File: src/sv/afk_pkg.sv
// shared types, constants and codes for the arm forward kinematics block
package afk_pkg;

    localparam int ANGLE_FRAC_BITS_DEF = 7;

    // field widths
    localparam int ANG_W  = 17;
    localparam int ARG_W  = 19;
    localparam int LEN_W  = 14;
    localparam int X_W    = 24;
    localparam int Y_W    = 16;
    localparam int Z_W    = 17;
    localparam int CFG_W  = 17;
    localparam int NUM_W  = 48;

    // q30 fixed point
    typedef logic [30:0]        q30_t;
    typedef logic signed [31:0] trig_t;

    localparam q30_t Q30_ONE = 31'h4000_0000;
    localparam longint DEG_TO_RAD_Q30 = 18740330;

    // sin/cos pipeline depth, from angle to registered result
    localparam int SC_LAT = 23;

    // sideways coordinate divider
    localparam int X_QBITS  = 23;
    localparam int XDIV_LAT = X_QBITS + 3;
    localparam logic signed [X_W-1:0] X_LIMIT = 24'sd8388607;

    typedef enum logic [2:0] {
        CFG_BASE_HEIGHT     = 3'd0,
        CFG_UPPER_LINK      = 3'd1,
        CFG_LOWER_LINK      = 3'd2,
        CFG_SHOULDER_OFFSET = 3'd3,
        CFG_ELBOW_OFFSET    = 3'd4
    } cfg_index_t;

    typedef enum logic [1:0] {
        QUAD_I   = 2'd0,
        QUAD_II  = 2'd1,
        QUAD_III = 2'd2,
        QUAD_IV  = 2'd3
    } quad_t;

endpackage

File: src/sv/afk_xdiv.sv
// pipelined signed divide with clamp for the sideways coordinate
module afk_xdiv
    import afk_pkg::*;
(
    input  logic                    clk,
    input  logic                    ce,
    input  logic signed [NUM_W-1:0] num,
    input  trig_t                   den,
    output logic signed [X_W-1:0]   x_pos,
    output logic                    x_sat
);

    localparam int QB = X_QBITS;
    localparam int DW = 32 + QB;

    logic [NUM_W-1:0] absn_reg;
    logic [31:0]      absd_a_reg;
    logic             neg_a_reg;
    logic             nz_a_reg;

    logic [DW-1:0] rem_reg  [0:QB];
    logic [QB-1:0] quo_reg  [0:QB];
    logic [31:0]   absd_reg [0:QB];
    logic          neg_reg  [0:QB];
    logic          nz_reg   [0:QB];
    logic          sat_reg  [0:QB];

    logic signed [X_W-1:0] x_next;
    logic signed [X_W-1:0] x_reg;
    logic                  sat_out_reg;

    always_ff @(posedge clk)
    begin
        if (ce)
        begin
            absn_reg   <= num[NUM_W-1] ? NUM_W'(-num) : NUM_W'(num);
            absd_a_reg <= den[31] ? 32'(-den) : 32'(den);
            neg_a_reg  <= num[NUM_W-1] ^ den[31];
            nz_a_reg   <= num != '0;
            // quotient would not fit, or divisor is zero with a nonzero numerator
            sat_reg[0]  <= nz_a_reg && (DW'(absn_reg) >= (DW'(absd_a_reg) << QB));
            rem_reg[0]  <= DW'(absn_reg);
            quo_reg[0]  <= '0;
            absd_reg[0] <= absd_a_reg;
            neg_reg[0]  <= neg_a_reg;
            nz_reg[0]   <= nz_a_reg;
        end
    end

    // one quotient bit per stage, most significant first
    for (genvar k = 0; k < QB; k++)
    begin : g_step
        logic [DW-1:0] trial;
        logic          take;

        always_comb
        begin
            trial = DW'(absd_reg[k]) << (QB - 1 - k);
            take  = rem_reg[k] >= trial;
        end

        always_ff @(posedge clk)
        begin
            if (ce)
            begin
                rem_reg[k+1]  <= take ? (rem_reg[k] - trial) : rem_reg[k];
                quo_reg[k+1]  <= {quo_reg[k][QB-2:0], take};
                absd_reg[k+1] <= absd_reg[k];
                neg_reg[k+1]  <= neg_reg[k];
                nz_reg[k+1]   <= nz_reg[k];
                sat_reg[k+1]  <= sat_reg[k];
            end
        end
    end

    always_comb
    begin
        if (sat_reg[QB])
            x_next = neg_reg[QB] ? -X_LIMIT : X_LIMIT;
        else if (!nz_reg[QB])
            x_next = '0;
        else if (neg_reg[QB])
            x_next = -$signed({1'b0, quo_reg[QB]});
        else
            x_next = $signed({1'b0, quo_reg[QB]});
    end

    always_ff @(posedge clk)
    begin
        if (ce)
        begin
            x_reg       <= x_next;
            sat_out_reg <= sat_reg[QB];
        end
    end

    assign x_pos = x_reg;
    assign x_sat = sat_out_reg;

endmodule
File: config.mk
export PLATFORM = sky130hd
export DESIGN_NAME = afk_xdiv
export DESIGN_NICKNAME = d
export VERILOG_FILES = /design/src/sv/afk_pkg.sv /design/src/sv/afk_xdiv.sv
export SDC_FILE = /design/constraint.sdc
export NUM_CORES = 2
export LEC_CHECK = 0
export ABC_CLOCK_PERIOD_IN_PS = 9200
export BUFFER_PORTS_ARGS = -buffer_cell sky130_fd_sc_hd__buf_2
export CORE_ASPECT_RATIO = 1.5
export CORE_UTILIZATION = 59
export DETAILED_ROUTE_END_ITERATION = 6
export PLACE_DENSITY = 0.83
export SKIP_CTS_REPAIR_TIMING = 1
export SLEW_MARGIN = 20
export SYNTH_ARGS = -nofsm -noshare
export SYNTH_HDL_FRONTEND = slang
export SYNTH_SLANG_ARGS = --single-unit
File: constraint.sdc
create_clock -name clk -period 9.2 [get_ports clk]
set_input_delay 2.3 -clock clk [delete_from_list [all_inputs] [get_ports clk]]
set_output_delay 2.3 -clock clk [all_outputs]
set_load 0.03 [all_outputs]
After elaboration in Yosys (flattened, before gate mapping) --
Memory sizes are Yosys's and may differ from the RTL's. Index checks and enable logic that the tools add are counted. Widths: inputs -> output; s select.
Operators by class: mux-type cells 31, reduce and logical (&&, ||, !) cells 2, bitwise gates (word level) 1, order comparisons 24, $add $sub $neg 26
Operators by type and width (count):
- $mux 55 | 23
- $mux 24 | 4
- $ge 48x55->1 | 1
- $ge 55x32->1 | 1
- $ge 55x33->1 | 1
- $ge 55x34->1 | 1
- $ge 55x35->1 | 1
- $ge 55x36->1 | 1
- $ge 55x37->1 | 1
- $ge 55x38->1 | 1
- $ge 55x39->1 | 1
- $ge 55x40->1 | 1
- $ge 55x41->1 | 1
- $ge 55x42->1 | 1
- $ge 55x43->1 | 1
- $ge 55x44->1 | 1
- $ge 55x45->1 | 1
- $ge 55x46->1 | 1
- $ge 55x47->1 | 1
- $ge 55x48->1 | 1
- $ge 55x49->1 | 1
- $ge 55x50->1 | 1
- $ge 55x51->1 | 1
- $ge 55x52->1 | 1
- 34 further kinds | 35
Storage, ports and cells: memories 6, output and inout port bits 25, register bits after elaboration 107, RAM bits 2712
Memory list:
- rem_reg | depth 24, bits a word 55, read ports 23, clocked after memory_dff 0, wr ports 24, RTL line afk_xdiv.sv:21 | logic [DW-1:0] rem_reg [0:QB];
- absd_reg | depth 24, bits a word 32, read ports 23, clocked after memory_dff 0, wr ports 24, RTL line afk_xdiv.sv:23 | logic [31:0] absd_reg [0:QB];
- quo_reg | depth 24, bits a word 23, read ports 24, clocked after memory_dff 0, wr ports 24, RTL line afk_xdiv.sv:22 | logic [QB-1:0] quo_reg [0:QB];
- neg_reg | depth 24, bits a word 1, read ports 24, clocked after memory_dff 0, wr ports 24, RTL line afk_xdiv.sv:24 | logic neg_reg [0:QB];
- nz_reg | depth 24, bits a word 1, read ports 24, clocked after memory_dff 0, wr ports 24, RTL line afk_xdiv.sv:25 | logic nz_reg [0:QB];
- sat_reg | depth 24, bits a word 1, read ports 24, clocked after memory_dff 0, wr ports 24, RTL line afk_xdiv.sv:26 | logic sat_reg [0:QB];

Logic depth before layout (Yosys ltp) --
An unclocked memory read counts as a cell.
depth in word-level cells 5, mapped depth 17, depth with buffers taken out 14

Least setup slack after synthesis --
OpenSTA, ideal clock, no wires.
kind input to register, start in num[13], end reg nz_a_reg, data pin, arrival time 5628 ps, cell stages on the path 8, slack 3300 ps, required time 8928 ps, cells stage by stage or4_4 -> or3_4 -> or4b_4 -> or3_4 -> or2_1 -> or4_4 -> or4_4 -> or4_1
Between the ends: cells in the longest elaborated chain, start to end 1
RTL lines:
- start: declaration | RTL line afk_xdiv.sv:7 | input logic signed [NUM_W-1:0] num,
- $reduce_bool 48->1 | RTL line afk_xdiv.sv:39 | nz_a_reg <= num != '0;
- end signal: assignment | RTL line afk_xdiv.sv:39
- end: declaration | RTL line afk_xdiv.sv:19 | logic nz_a_reg;
Every way passes these cells. A chain may end at the register's enable or synchronous reset.

Final worst setup path --
Same ends and word-level chain as after synthesis.

==> results.cfg <==
[outcome]
status = finished, violations left
violations = design-rule violations

[routing]
drt-initial-drc-count = 6837
avgRoutedWirePerCell_um = 24.84
drc = 2
dr.pass1.iters = 7
vias = 91996
antenna_left = 0
drt-total-wl_um = 366700
detail_route.vias_per_cell = 6.231

[finish]
multi_input_area_um2 = 52700
syn2layout_area_growth_pct = 9.341
mostFrequentLayoutCells = edfxtp_1 (2449), a21oi_1 (1012), inv_1 (959)
final_util_pct = 64.90
fillers = 15913
largest_reg_flops = 1258
final-instance-count-excl-fill = 14764
drive_above_1_share_pct = 7.122
final_common_cell = edfxtp_1
ff_latch_area_um2 = 73540
postLayoutCellArea_um2 = 142900
final_nets = 12413

[die]
dieArea_um2 = 223400
io-pin-count = 107
coreArea_um2 = 220200
die_w_um = 386.3
die_h_um = 578.4
rows = 211
start_util_pct = 59.36

[yosys]
synth-main-ff-cell = edfxtp_1
syn_nets = 12272
yosys.cell_types.count = 88
synth_edf_count = 2449
ys_seq_elements = 2449
netlist_area_um2 = 130700
yosysSeqAreaShare_pct = 56.27
yosysWarnings = 0
syn_inst = 11410
syn_avg_cell_area_um2 = 11.45
synth_async_sr_flop_share_pct = 0

[critical_path]
cp_max_fo = 6
max_stage_delay_ns = 0.56
criticalPathCategory = input port to register
path_common_cell = or4_4
rr_worst_depth = 13
cp-start-kind = input port
critPathSlowestCell = or4_4
worstPathArrival_ns = 5.98
crit_path_cell_trace = buf_2 > or4_4 > or3_4 > or4b_4 > or3_4 > or2_1 > or4_4 > or4_4 > or4_1
critPathRequiredTime_ns = 9.85
crit_path_end_kind = register

[clock_network]
insertion_delay_ns = 0.92
cts_buffer_depth = 4
path_clk_slew_ns = 0.06
h-tree-depth = 4
cts-buffers-inserted = 230
clkSinkCount = 2449
cts_tree = yes
root_buffer = clkbuf_16

[sta]
setup_ws_ns = 3.868
period_share_pct = 57.96
slew_headroom_pct = 8.656
rsz0062_at_grt = false
hold_viol_final = 0
drv_slew = 0
setup_viol = 0
period_minus_slack_ns = 5.332
fin_skew_ns = 0.08106
timing.fmax_ghz = 0.1875
worstMarginPinSlew_ns = 1.360
tns_ns = 0

[placed_design]
dp.cells = 14193
io_buffers = 106
dp_hpwl_um = 277500
gp_congestion = 1.073
preCtsSetupSlack_ns = 2.951
place_area_um2 = 134900

[worst_hold_path]
worstHoldPathCells = 0
hold_path_class = register to register

[pwr]
peakVddDrop_uv = 234.0
power.density_nw_per_um2 = 305.6
p_leak_nw = 55.21

[job]
drv_cap = 0

[grt]
antenna_found_initial = 25
grt_start_max_net_pins = 210
grt_usage_pct = 32.16
grt_overflow = 0
grt_pass1_wl_um = 538800
grt_pass1_vias = 95879
-- area by class of cell --
type | count | share of cell area (%)
Inverter | 960 | 2.522
Clock buffer | 269 | 4.190
Multi-Input combinational cell | 7705 | 36.88
Tap cell | 2875 | 2.517
Clock inverter | 150 | 1.155
Timing Repair Buffer | 205 | 1.015
Sequential cell | 2449 | 51.46
Antenna cell | 151 | 0.2644
-- synth_stat cells, types with 132 or more instances --
| cell type | instances | area (um2) |
|---|---|---|
| nand4_1 | 161 | 1007 |
| nand2_1 | 760 | 2853 |
| mux2_2 | 173 | 1948 |
| inv_1 | 959 | 3600 |
| nand3_1 | 191 | 955.9 |
| clkbuf_1 | 268 | 1006 |
| edfxtp_1 | 2449 | 73540 |
| o21ai_0 | 618 | 3093 |
| a21o_1 | 402 | 3018 |
| nor3_1 | 198 | 991.0 |
| nor4_1 | 151 | 944.7 |
| nor2_1 | 777 | 2917 |
| nand2b_1 | 132 | 825.8 |
| ha_1 | 758 | 9484 |
| xnor2_1 | 543 | 4756 |
| a21oi_1 | 1015 | 5080 |
| xor2_1 | 372 | 3258 |
-- layer usage --
| metal | GRT usage, % | vias to the layer above | wire (um) |
|---|---|---|---|
| li1 | - | 42705 | - |
| met1 | 22.70 | 44263 | 96700 |
| met2 | 63.70 | 3350 | 204500 |
| met3 | 4.174 | 1674 | 13330 |
| met4 | 38.81 | 4 | 52120 |
| met5 | 0 | - | 22 |
-- kinds of logic after synthesis --
kind of cell / after synthesis / synth area share (%)
compound gates: 2877 / 13.64
simple gates: 2945 / 11.15
fa+ha+maj: 780 / 7.594
mux: 188 / 1.605
flops: 2449 / 56.27
xor+xnor: 915 / 6.132
buf+inv: 1256 / 3.612
-- per-stage QoR --
stage,hold WS (ns),power [mW]
after floorplan,0.4003,28.38
after global placement,0.4002,32.81
after detailed placement,0.4045,33.47
after CTS,0.3855,43.26
after global routing,0.3921,45.75
final,0.3918,43.67
-- where the power goes --
group          total [mW]  internal (mW)  leakage, nW  switching, mW
Combinational        16.9           6.73         27.8           10.2
Clock                9.87           5.56         3.66           4.31
Sequential           16.9           15.4         23.7           1.49
-- final timing paths --
check,endpoint,slack [ns],startpoint
worst max register to register,rem_reg[0][135],3.88,rem_reg[0][76]
worst min-delay path,quo_reg[1][127],0.39,quo_reg[1][103]
worst min register to register,quo_reg[1][127],0.39,quo_reg[1][103]
worst max-delay path,nz_a_reg,3.87,num[13]
-- critical path: cells and delay by family --
kind | cells | cell delay [ns]
simple gates | 8 | 3.57
buf+inv | 1 | 0.12
No activity file was read; power rests on OpenSTA's default activity.
